**config.mk**
```make
export PLATFORM = sky130hd
export DESIGN_NAME = fifo_remove_first_match_flat
export DESIGN_NICKNAME = d
export VERILOG_FILES = /design/src/rtl/core/frfm_pkg.sv /design/src/rtl/core/frfm_req_if.sv /design/src/rtl/core/frfm_rsp_if.sv /design/src/rtl/core/frfm_cell.sv /design/src/rtl/core/fifo_remove_first_match.sv /design/src/flat_wrapper.sv
export SDC_FILE = /design/constraint.sdc
export NUM_CORES = 1
export LEC_CHECK = 0
export BUFFER_PORTS_ARGS = -buffer_cell sky130_fd_sc_hd__buf_4
export CAP_MARGIN = 20
export CORE_ASPECT_RATIO = 0.6
export CORE_MARGIN = 5
export CORE_UTILIZATION = 40
export CTS_BUF_LIST = sky130_fd_sc_hd__clkbuf_8
export DETAILED_ROUTE_END_ITERATION = 10
export PLACE_DENSITY = 0.6
export SKIP_LAST_GASP = 1
export SLEW_MARGIN = 20
export SYNTH_ARGS = -nofsm -noshare
export SYNTH_HDL_FRONTEND = slang
export SYNTH_SLANG_ARGS = --single-unit
```
**constraint.sdc**
```tcl
create_clock -name clk_i -period 6.3 [get_ports clk_i]
set_clock_uncertainty 0.05 [all_clocks]
set_input_delay 0.315 -clock clk_i [delete_from_list [all_inputs] [get_ports clk_i]]
set_output_delay 0.315 -clock clk_i [all_outputs]
set_load 0.005 [all_outputs]
```
**src/rtl/core/frfm_pkg.sv**
```systemverilog
// Package for the FIFO with delete-by-value.
// Holds the request and status codes, field widths and the cell command struct.
// No dependencies.
package frfm_pkg;

  localparam int unsigned VAL_W  = 32;
  localparam int unsigned TYPE_W = 2;
  localparam int unsigned STAT_W = 2;
  localparam int unsigned OCC_W  = 5;

  typedef enum logic [TYPE_W-1:0] {
    REQ_PUSH   = 2'd0,
    REQ_POP    = 2'd1,
    REQ_REMOVE = 2'd2
  } req_e;

  typedef enum logic [STAT_W-1:0] {
    ST_OK        = 2'd0,
    ST_NOT_FOUND = 2'd1,
    ST_FULL      = 2'd2,
    ST_EMPTY     = 2'd3
  } status_e;

  // Command broadcast from the controller to every cell in the chain.
  typedef struct packed {
    logic                    push;
    logic                    pop;
    logic                    remove;
    logic signed [VAL_W-1:0] value;
  } cell_cmd_t;

endpackage

```
**src/rtl/core/frfm_req_if.sv**
```systemverilog
// Request channel of the FIFO with delete-by-value: valid/ready plus payload.
// Depends on frfm_pkg for field widths.
interface frfm_req_if
  import frfm_pkg::*;
();
  logic                     valid;
  logic                     ready;
  logic [TYPE_W-1:0]        req_type;
  logic signed [VAL_W-1:0]  operand_value;

  modport source (output valid, output req_type, output operand_value, input ready);
  modport sink   (input valid, input req_type, input operand_value, output ready);
endinterface

```
**src/rtl/core/frfm_rsp_if.sv**
```systemverilog
// Response channel of the FIFO with delete-by-value: valid/ready plus payload.
// Depends on frfm_pkg for field widths.
interface frfm_rsp_if
  import frfm_pkg::*;
();
  logic                     valid;
  logic                     ready;
  logic [STAT_W-1:0]        status;
  logic signed [VAL_W-1:0]  popped_value;
  logic [OCC_W-1:0]         occupancy;

  modport source (output valid, output status, output popped_value, output occupancy,
                  input ready);
  modport sink   (input valid, input status, input popped_value, input occupancy,
                  output ready);
endinterface

```
**src/rtl/core/frfm_cell.sv**
```systemverilog
// One storage cell of the queue chain: holds one entry, compares it with the
// search value and takes its younger neighbor's entry when the gap closes.
// Depends on frfm_pkg.
module frfm_cell
  import frfm_pkg::*;
#(
  parameter int unsigned IDX   = 0,
  parameter int unsigned CNT_W = 5
) (
  input  logic                     clk_i,
  input  cell_cmd_t                cmd_i,
  input  logic [CNT_W-1:0]         count_i,
  input  logic signed [VAL_W-1:0]  next_entry_i,
  input  logic                     found_i,
  output logic                     found_o,
  output logic signed [VAL_W-1:0]  entry_o
);

  logic signed [VAL_W-1:0] entry_q, entry_d;
  logic                    occupied;
  logic                    hit;
  logic                    shift_en;

  assign occupied = CNT_W'(IDX) < count_i;
  assign hit      = cmd_i.remove && occupied && (entry_q == cmd_i.value);
  assign found_o  = found_i || hit;

  // Every cell from the first match onward moves one slot toward the front.
  assign shift_en = cmd_i.pop || (cmd_i.remove && found_o);

  always_comb begin
    entry_d = entry_q;
    if (shift_en) begin
      entry_d = next_entry_i;
    end else if (cmd_i.push && (count_i == CNT_W'(IDX))) begin
      entry_d = cmd_i.value;
    end
  end

  always_ff @(posedge clk_i) begin
    entry_q <= entry_d;
  end

  assign entry_o = entry_q;

endmodule

```
**src/rtl/core/fifo_remove_first_match.sv**
```systemverilog
// FIFO of signed 32-bit values with push, pop and remove-first-match, built as
// a chain of DEPTH cells. Each accepted transaction yields one response in the
// next cycle, and a new request is taken every cycle while the response
// register is empty or being drained, so the sustained rate is one request per
// cycle. A remove compares all cells at once and the match ripples down the
// chain, which sets the critical path; the gap closes in the same cycle.
// Depends on frfm_pkg, frfm_req_if, frfm_rsp_if and frfm_cell.
module fifo_remove_first_match
  import frfm_pkg::*;
#(
  parameter int unsigned DEPTH = 16
) (
  input  logic        clk_i,
  input  logic        rst_ni,
  frfm_req_if.sink    req_i,
  frfm_rsp_if.source  rsp_o
);

  localparam int unsigned CNT_W = $clog2(DEPTH + 1);

  logic [CNT_W-1:0]        count_q, count_d;
  logic                    out_valid_q;
  logic [STAT_W-1:0]       status_q;
  logic signed [VAL_W-1:0] popped_q;
  logic [OCC_W-1:0]        occ_q;

  logic                    accept;
  logic                    is_full, is_empty;
  cell_cmd_t               cmd;
  status_e                 status_d;
  logic signed [VAL_W-1:0] popped_d;

  logic                    found [DEPTH+1];
  logic signed [VAL_W-1:0] entry [DEPTH+1];

  assign req_i.ready = !out_valid_q || rsp_o.ready;
  assign accept      = req_i.valid && req_i.ready;
  assign is_full     = count_q == CNT_W'(DEPTH);
  assign is_empty    = count_q == '0;

  always_comb begin
    cmd        = '0;
    cmd.value  = req_i.operand_value;
    if (accept) begin
      case (req_i.req_type)
        REQ_PUSH:   cmd.push   = !is_full;
        REQ_POP:    cmd.pop    = !is_empty;
        REQ_REMOVE: cmd.remove = 1'b1;
        default:    ;
      endcase
    end
  end

  assign found[0]     = 1'b0;
  // The last cell has no younger neighbor; what it takes lies beyond the count.
  assign entry[DEPTH] = entry[DEPTH-1];

  for (genvar g = 0; g < DEPTH; g++) begin : g_cell
    frfm_cell #(
      .IDX   (g),
      .CNT_W (CNT_W)
    ) u_cell (
      .clk_i        (clk_i),
      .cmd_i        (cmd),
      .count_i      (count_q),
      .next_entry_i (entry[g+1]),
      .found_i      (found[g]),
      .found_o      (found[g+1]),
      .entry_o      (entry[g])
    );
  end

  always_comb begin
    count_d  = count_q;
    status_d = ST_OK;
    popped_d = '0;
    case (req_i.req_type)
      REQ_PUSH: begin
        if (is_full) begin
          status_d = ST_FULL;
        end else begin
          count_d = count_q + CNT_W'(1);
        end
      end
      REQ_POP: begin
        if (is_empty) begin
          status_d = ST_EMPTY;
        end else begin
          popped_d = entry[0];
          count_d  = count_q - CNT_W'(1);
        end
      end
      REQ_REMOVE: begin
        if (found[DEPTH]) begin
          count_d = count_q - CNT_W'(1);
        end else begin
          status_d = ST_NOT_FOUND;
        end
      end
      default: ;
    endcase
  end

  always_ff @(posedge clk_i or negedge rst_ni) begin
    if (!rst_ni) begin
      count_q     <= '0;
      out_valid_q <= 1'b0;
    end else begin
      if (accept) begin
        count_q     <= count_d;
        out_valid_q <= 1'b1;
      end else if (rsp_o.ready) begin
        out_valid_q <= 1'b0;
      end
    end
  end

  always_ff @(posedge clk_i) begin
    if (accept) begin
      status_q <= status_d;
      popped_q <= popped_d;
      occ_q    <= OCC_W'(count_d);
    end
  end

  assign rsp_o.valid        = out_valid_q;
  assign rsp_o.status       = status_q;
  assign rsp_o.popped_value = popped_q;
  assign rsp_o.occupancy    = occ_q;

endmodule

```
**src/flat_wrapper.sv**
```systemverilog
// flat-port wrapper written by rule: the top's interface ports become plain ports
module fifo_remove_first_match_flat import frfm_pkg::*;
#(
  parameter int unsigned DEPTH = 16
)
  (clk_i, rst_ni, req_i_valid, req_i_req_type, req_i_operand_value, req_i_ready, rsp_o_valid, rsp_o_status, rsp_o_popped_value, rsp_o_occupancy, rsp_o_ready);
  frfm_req_if req_i_i ();
  frfm_rsp_if rsp_o_i ();
  input  logic clk_i;
  input  logic rst_ni;
  input wire logic [$bits(req_i_i.valid)-1:0] req_i_valid;
  input wire logic [$bits(req_i_i.req_type)-1:0] req_i_req_type;
  input wire logic [$bits(req_i_i.operand_value)-1:0] req_i_operand_value;
  output wire logic [$bits(req_i_i.ready)-1:0] req_i_ready;
  output wire logic [$bits(rsp_o_i.valid)-1:0] rsp_o_valid;
  output wire logic [$bits(rsp_o_i.status)-1:0] rsp_o_status;
  output wire logic [$bits(rsp_o_i.popped_value)-1:0] rsp_o_popped_value;
  output wire logic [$bits(rsp_o_i.occupancy)-1:0] rsp_o_occupancy;
  input wire logic [$bits(rsp_o_i.ready)-1:0] rsp_o_ready;
  assign req_i_i.valid = req_i_valid;
  assign req_i_i.req_type = req_i_req_type;
  assign req_i_i.operand_value = req_i_operand_value;
  assign req_i_ready = req_i_i.ready;
  assign rsp_o_valid = rsp_o_i.valid;
  assign rsp_o_status = rsp_o_i.status;
  assign rsp_o_popped_value = rsp_o_i.popped_value;
  assign rsp_o_occupancy = rsp_o_i.occupancy;
  assign rsp_o_i.ready = rsp_o_ready;
  fifo_remove_first_match #(.DEPTH(DEPTH)) u_core (.clk_i(clk_i), .rst_ni(rst_ni), .req_i(req_i_i), .rsp_o(rsp_o_i));
endmodule
```
# After elaboration in Yosys (flattened, before gate mapping)
# Index checks and enable logic that the tools add are counted.
[totals]
in_bits = 38
rom_bits = 0
memories = 0
ram_bits = 0
regBits = 557
latchBits = 0
[classes]
n_lt_le_gt_ge = 16
n_div = 0
shift = 0
n_eq_ne = 34
add_sub_neg = 2
bitwise = 2
reduce_logical = 120
mul = 0
mux = 44
[op_table]
columns = ["operator", "count"]
rows = [
  ["32-bit 2-to-1 mux", 30],
  ["32-bit == test", 16],
  ["1-bit logical AND", 65],
  ["5-bit by 4-bit == test with 1-bit output (second input constant)", 8],
  ["4-bit by 5-bit < comparator with 1-bit output (first input constant)", 8],
  ["1-bit logical OR", 32],
  ["2-bit nonzero test", 16],
  ["5-bit by 3-bit == test with 1-bit output (second input constant)", 4],
  ["3-bit by 5-bit < comparator with 1-bit output (first input constant)", 4],
  ["5-bit 2-to-1 mux", 3],
  ["5-bit case mux with 3 select lines", 1],
  ["5-bit by 2-bit == test with 1-bit output (second input constant)", 2],
  ["1-bit by 5-bit < comparator with 1-bit output (first input constant)", 2],
  ["2-bit by 5-bit < comparator with 1-bit output (first input constant)", 2],
  ["1-bit 2-to-1 mux", 6],
  ["2-bit case mux with 3 select lines", 1],
  ["5-bit by 1-bit adder with 5-bit output (second input constant)", 1],
  ["5-bit by 1-bit == test with 1-bit output (second input constant)", 1],
  ["5-bit == test (second input constant)", 1],
  ["5-bit zero test", 1],
  ["5-bit by 1-bit subtractor with 5-bit output (second input constant)", 1],
  ["2-bit 2-to-1 mux", 2],
  ["1-bit zero test", 3],
  ["3-bit 2-to-1 mux", 1],
  ["other kinds (6)", 7],
]

# Depth between registers and ports, before layout
[logic_depth]
depth_word = 25
depth_mapped = 14

# Cells and area by module
# Synthesis repeated with hierarchy kept, for this count alone.
[hier_totals]
hier_cells = 4432
hier_area_um2 = 43016.3
[by_module_without_submodules]
columns = ["module", "n_inst", "seq_area_each_um2", "area_each_um2", "cells_each"]
rows = [
  ["frfm_cell at u_core.g_cell[12].u_cell ...", 2, 960.9, 2502.4, 272],
  ["frfm_cell at u_core.g_cell[0].u_cell", 1, 960.9, 2726.4, 271],
  ["frfm_cell at u_core.g_cell[14].u_cell", 1, 960.9, 2708.8, 270],
  ["frfm_cell at u_core.g_cell[1].u_cell", 1, 960.9, 2705.1, 271],
  ["frfm_cell at u_core.g_cell[8].u_cell", 1, 960.9, 2705.1, 272],
  ["frfm_cell at u_core.g_cell[6].u_cell", 1, 960.9, 2672.6, 272],
  ["frfm_cell at u_core.g_cell[2].u_cell", 1, 960.9, 2566.2, 273],
  ["frfm_cell at u_core.g_cell[10].u_cell", 1, 960.9, 2522.4, 274],
  ["frfm_cell at u_core.g_cell[4].u_cell", 1, 960.9, 2512.4, 272],
  ["frfm_cell at u_core.g_cell[5].u_cell", 1, 960.9, 2507.4, 272],
  ["frfm_cell at u_core.g_cell[11].u_cell", 1, 960.9, 2497.4, 241],
  ["frfm_cell at u_core.g_cell[7].u_cell", 1, 960.9, 2497.4, 269],
  ["frfm_cell at u_core.g_cell[9].u_cell", 1, 960.9, 2497.4, 271],
  ["frfm_cell at u_core.g_cell[15].u_cell", 1, 960.9, 2488.6, 270],
  ["2 more rows", "-", "-", "-", "-"],
]

# Worst setup path before layout
# No wires, ideal clock.
[synth_path]
path_type = "register to register"
start = "register u_core.out_valid_q (netlist: u_core.rsp_o.valid)"
end = "register u_core.g_cell[15].u_cell.entry_q[0], enable pin"
arrival_ps = 5079
stages_incl_launch_ff = 7
path_buffers = 1
required_ps = 5747
synth_period_minus_slack_ps = 5632
setup_time_ps = 503
path_slack_ps = 668
path_cell_list = "dfrtp_1 nand2b_1 clkbuf_1 nand2_1 inv_1 nand4_1 nor4_1"
[synth_between]
elab_chain_cells = 25
elab_cells_between_ends = 56
classes_between = "1 x mux; 1 x bitwise; 54 x reduce/logical"
[synth_lines]
columns = ["element", "line", "text"]
rows = [
  ["start, declared", "fifo_remove_first_match.sv:22", "logic out_valid_q;"],
  ["start signal, assigned", "fifo_remove_first_match.sv:107", "out_valid_q <= 1'b0;"],
  ["start signal, assigned", "fifo_remove_first_match.sv:111", "out_valid_q <= 1'b1;"],
  ["start signal, assigned", "fifo_remove_first_match.sv:113", "out_valid_q <= 1'b0;"],
  ["1-bit zero test *", "fifo_remove_first_match.sv:36", "assign req_i.ready = !out_valid_q || rsp_o.ready;"],
  ["1-bit logical OR *", "fifo_remove_first_match.sv:36", ""],
  ["via req_i_ready", "flat_wrapper.sv:14", "output wire logic [$bits(req_i_i.ready)-1:0] req_i_ready;"],
  ["1-bit logical AND *", "fifo_remove_first_match.sv:37", "assign accept = req_i.valid && req_i.ready;"],
  ["via u_core.accept", "fifo_remove_first_match.sv:27", "logic accept;"],
  ["3-bit 2-to-1 mux *", "fifo_remove_first_match.sv:44", "if (accept) begin"],
  ["1-bit logical AND (2 in a row)", "frfm_cell.sv:25", "assign hit = cmd_i.remove && occupied && (entry_q == cmd_i.value);"],
  ["1-bit logical OR (15 in a row)", "frfm_cell.sv:26", "assign found_o = found_i || hit;"],
  ["1-bit logical AND", "frfm_cell.sv:29", "assign shift_en = cmd_i.pop || (cmd_i.remove && found_o);"],
  ["1-bit logical OR", "frfm_cell.sv:29", ""],
  ["1-bit inverter (no source line)", "-", ""],
  ["2-bit AND reduction (no source line) *", "-", ""],
  ["end signal, assigned", "frfm_cell.sv:41", "entry_q <= entry_d;"],
  ["end, declared", "frfm_cell.sv:19", "logic signed [VAL_W-1:0] entry_q, entry_d;"],
]
# Mark *: on every way through the listed nets, which the timed path passes. The rest lies on a longest branch.
# A chain may end at the register's enable or synchronous reset.

# Final worst setup path
[layout_path]
start = "register u_core.count_q[1]"
end = "register u_core.g_cell[10].u_cell.entry_q[0], enable pin"
[layout_between]
elab_chain_cells = 16
elab_cells_between_ends = 55
classes_between = "11 x order compare; 2 x eq/ne; 3 x mux; 39 x reduce/logical"
[layout_lines]
columns = ["element", "line", "text"]
rows = [
  ["start, declared", "fifo_remove_first_match.sv:21", "logic [CNT_W-1:0] count_q, count_d;"],
  ["start signal, assigned", "fifo_remove_first_match.sv:110", "count_q <= count_d;"],
  ["1-bit by 5-bit < comparator with 1-bit output", "frfm_cell.sv:24", "assign occupied = CNT_W'(IDX) < count_i;"],
  ["1-bit logical AND (2 in a row)", "frfm_cell.sv:25", ""],
  ["1-bit logical OR (10 in a row)", "frfm_cell.sv:26", ""],
  ["1-bit logical AND", "frfm_cell.sv:29", ""],
  ["1-bit logical OR", "frfm_cell.sv:29", ""],
  ["2-bit nonzero test (no source line) *", "-", ""],
  ["end signal, assigned", "frfm_cell.sv:41", ""],
  ["end, declared", "frfm_cell.sv:19", ""],
]
# Mark *: on every way between the ends. The rest lies on a longest branch, timed or not.

==> results.sh <==
export IMPL_die_area_mm2=0.08327
export IMPL_cts_hold_buf=5
export IMPL_crit_type="flop to flop"
export IMPL_wl_met3_um=15900
export IMPL_rsz0062_at_grt="no"
export IMPL_synth_edf_count=551
export IMPL_nets=2374
export IMPL_drive_gt1_share_pct=29.33
export IMPL_fp_dieH_um=225.5
export IMPL_core_area_mm2=0.07710
export IMPL_pwr_share_comb_pct=16.4
export IMPL_root_buffer="clkbuf_8"
export IMPL_grt_pass1_wl_um=152400
export IMPL_drt_met1_wl_um=54850
export IMPL_netlist_cell_type_count=57
export IMPL_synth_area_mm2=0.03097
export IMPL_antenna_left=0
export IMPL_worstReg2RegStart="u_core.count_q[1]"
export IMPL_tightest_slew_ps=968.0
export IMPL_post_route_util_pct=43.93
export IMPL_start_util_pct=40.17
export IMPL_hold_class="input port to flop"
export IMPL_setup_ws_ps=1218
export IMPL_synthesis_nets=2364
export IMPL_fin_crit_sh_pct=80.66
export IMPL_p_sw_uw=2651
export IMPL_finalHoldViolCount=0
export IMPL_clockBufferDepth=3
export IMPL_antenna_found_initial=3
export IMPL_outcome="finished clean"
export IMPL_post_cts_resized=0
export IMPL_fin_setup_tns_ps=0
export IMPL_clkTransAtPathRegs_ps=70
export IMPL_pwr_share_clk_pct=33.1
export IMPL_hold_slack_ps=96.38
export IMPL_wl_met2_um=36090
export IMPL_max_slew_margin_pct=34.93
export IMPL_ys_seq_area_share_pct=53.91
export IMPL_p_total_uw=8881
export IMPL_grt_ovfl_total=0
export IMPL_setup_viol=0
export IMPL_synth_ff_type="edfxtp_1"
export IMPL_drtPass1Iterations=5
export IMPL_grt_max_degree=49
export IMPL_min_delay_start="rsp_o_ready"
export IMPL_place_port_buffers=78
export IMPL_synthCells=2321
export IMPL_pre_cts_slack_ps=1327
export IMPL_cp_max_fo=35
export IMPL_post_cts_setup_buffers=0
export IMPL_cap_violations=0
export IMPL_ys_ff_latch=557
export IMPL_drv_slew=0
export IMPL_drt_iter0_drc=3281
export IMPL_vias=21030
export IMPL_cts_buffers_inserted=87
export IMPL_async_reset_ff_share_pct=1.077
export IMPL_p_per_area_mw_per_mm2=262.2
export IMPL_post_route_min_period_ps=5082
export IMPL_ir_drop_v=0.0001525
export IMPL_end_kind="flop"
export IMPL_setup_worst_path_start="u_core.count_q[1]"
export IMPL_wl_per_cell_um=31.85
export IMPL_top_layer_used="met4"
export IMPL_syn_to_final_growth_pct=9.373
export IMPL_p_int_uw=6230
export IMPL_wirelength_um=108600
export IMPL_worstPathArrival_ps=5480
export IMPL_syn_mean_instance_area_um2=13.34
export IMPL_grt_pass1_vias=20000
export IMPL_htreeDepth=3
export IMPL_via_per_inst=6.164
export IMPL_io_pins=79
export IMPL_routabilityCongestion=0.9666
export IMPL_die_w_um=369.2
export IMPL_swShare_pct=29.85
export IMPL_ys_warn_count=0
export IMPL_grtUsageTotal_pct=25.68
export IMPL_cts_sinks=557
export IMPL_cp_required_ps=6700
export IMPL_drcViolationCount=0
export IMPL_total_leakage_power_uw=0.01067
export IMPL_dpl_hpwl_um=71850
export IMPL_placementRows=79
export IMPL_startpoint_type="flop"
export IMPL_cts_tree="built"
export IMPL_worstSkewPairLatency_ps=770
export IMPL_fmax_mhz=196.8
export IMPL_power_share_sequential_pct=50.6
[power by group through the flow]
stage / registers, µW / logic, µW / clock network (µW)
floorplan: 4450 / 985 / 0
CTS: 4470 / 1410 / 2980
detailed placement: 4550 / 1390 / 0
finish: 4490 / 1450 / 2940
global route: 4490 / 1530 / 3170
global placement: 4550 / 1380 / 0
[final timing paths]
check,slack (ps),cells after the start,end
setup reg to reg,1220,12,u_core.g_cell[10].u_cell.entry_o[0]
hold reg to reg,540,1,u_core.g_cell[8].u_cell.entry_o[30]
hold / removal,100,3,u_core.rsp_o.valid
max in group asynchronous,5290,3,u_core.rsp_o.valid
setup / recovery,1220,12,u_core.g_cell[10].u_cell.entry_o[0]
min in group asynchronous,570,3,u_core.count_q[2]
[flip-flops by register name, indices dropped and copies added, names as in the netlist]
signal,count
u_core.g_cell.u_cell.entry_o,512
u_core.rsp_o.popped_value,32
u_core.count_q,5
u_core.rsp_o.occupancy,5
u_core.rsp_o.status,2
u_core.rsp_o.valid,1
[routing by layer]
layer	global-route usage [%]	up-vias
li1	-	8696
met3	9.722	117
met5	0	-
met2	28.60	1473
met1	44.15	10740
met4	4.834	0
[cells in the final DEF (no fill, tap or decap), types with 3 or more instances in the layout]
cell           instances
nand4b_1               3
clkinv_1              20
dfrtp_1                6
nor2_1                38
mux2_1                37
mux2_2               444
nor4_1                52
nor4b_1                8
inv_1                 30
xor2_1                33
ha_1                   5
and3_1                37
xnor2_1              484
o21ai_0                6
o211ai_1               3
a21o_1                 3
nand2_1               65
nand2b_1               8
edfxtp_1             551
buf_4                117
nor3b_1                3
dlygate4sd3_1          5
o221a_2                4
and2_1                 7
a21oi_1                9
o31ai_4                3
clkinvlp_4             3
nand4_1              198
o21ai_2                5
or2_2                  3
mux2i_1                4
or3_1                  4
nor3_1                29
clkbuf_8              88
o22ai_1                5
clkinv_2              16
nand3_1               21
[final cells by class]
| cell class | instances | area [µm²] |
|---|---|---|
| clock inverters | 67 | 357.8 |
| diodes | 2 | 5.005 |
| flip-flops and latches | 557 | 16700 |
| inverters | 7 | 26.28 |
| fillers | 7036 | 43230 |
| repair buffers | 122 | 928.4 |
| well taps | 1012 | 1266 |
| multi-input cells | 1556 | 13380 |
| clock buffers | 88 | 1211 |
[cell families (layout without fill, tap and decap cells)]
logic type / count (synthesis) / in the layout / synth area share (%)
adder cells (fa/ha/maj): 5 / 5 / 0.2020
other: 0 / 2 / 0
multiplexers: 485 / 485 / 17.62
AO/OA/AOI/OAI: 53 / 53 / 1.180
flip-flops: 557 / 557 / 53.91
buffers and inverters: 208 / 284 / 3.143
XOR/XNOR: 517 / 517 / 14.62
AND/OR/NAND/NOR: 496 / 496 / 9.321
[Yosys cell counts, types with 11 or more instances]
master / count / area share, %
mux2_2: 444 / 16
xnor2_1: 484 / 14
nand2_1: 65 / 0.79
buf_4: 22 / 0.53
nor2_1: 38 / 0.46
mux2_1: 37 / 1.3
and3_1: 37 / 0.75
clkbuf_1: 82 / 0.99
o21ai_0: 11 / 0.18
nor4_1: 54 / 1.1
nor3_1: 29 / 0.47
buf_2: 88 / 1.4
edfxtp_1: 551 / 53
xor2_1: 33 / 0.93
nand3_1: 21 / 0.34
nand4_1: 198 / 4.0
[worst max-delay path: stages (launching register included)]
cell and delay (ps):
dfrtp_1 540, inv_1 230, ha_1 270, or4b_4 540, nor2b_4 250, and2_4 230, nand2_2 90, nand3_4 430
nor4_4 410, buf_4 470, nand2_2 590, a21o_1 340, buf_4 260
[through the flow]
stage | instance area, µm² | instances
finish | 33870 | 3411
global route | 33870 | 3411
CTS | 33870 | 3409
detailed placement | 32250 | 3249
global placement | 32250 | 3249
floorplan | 30970 | 2321
No activity file was read; power rests on OpenSTA's default activity.
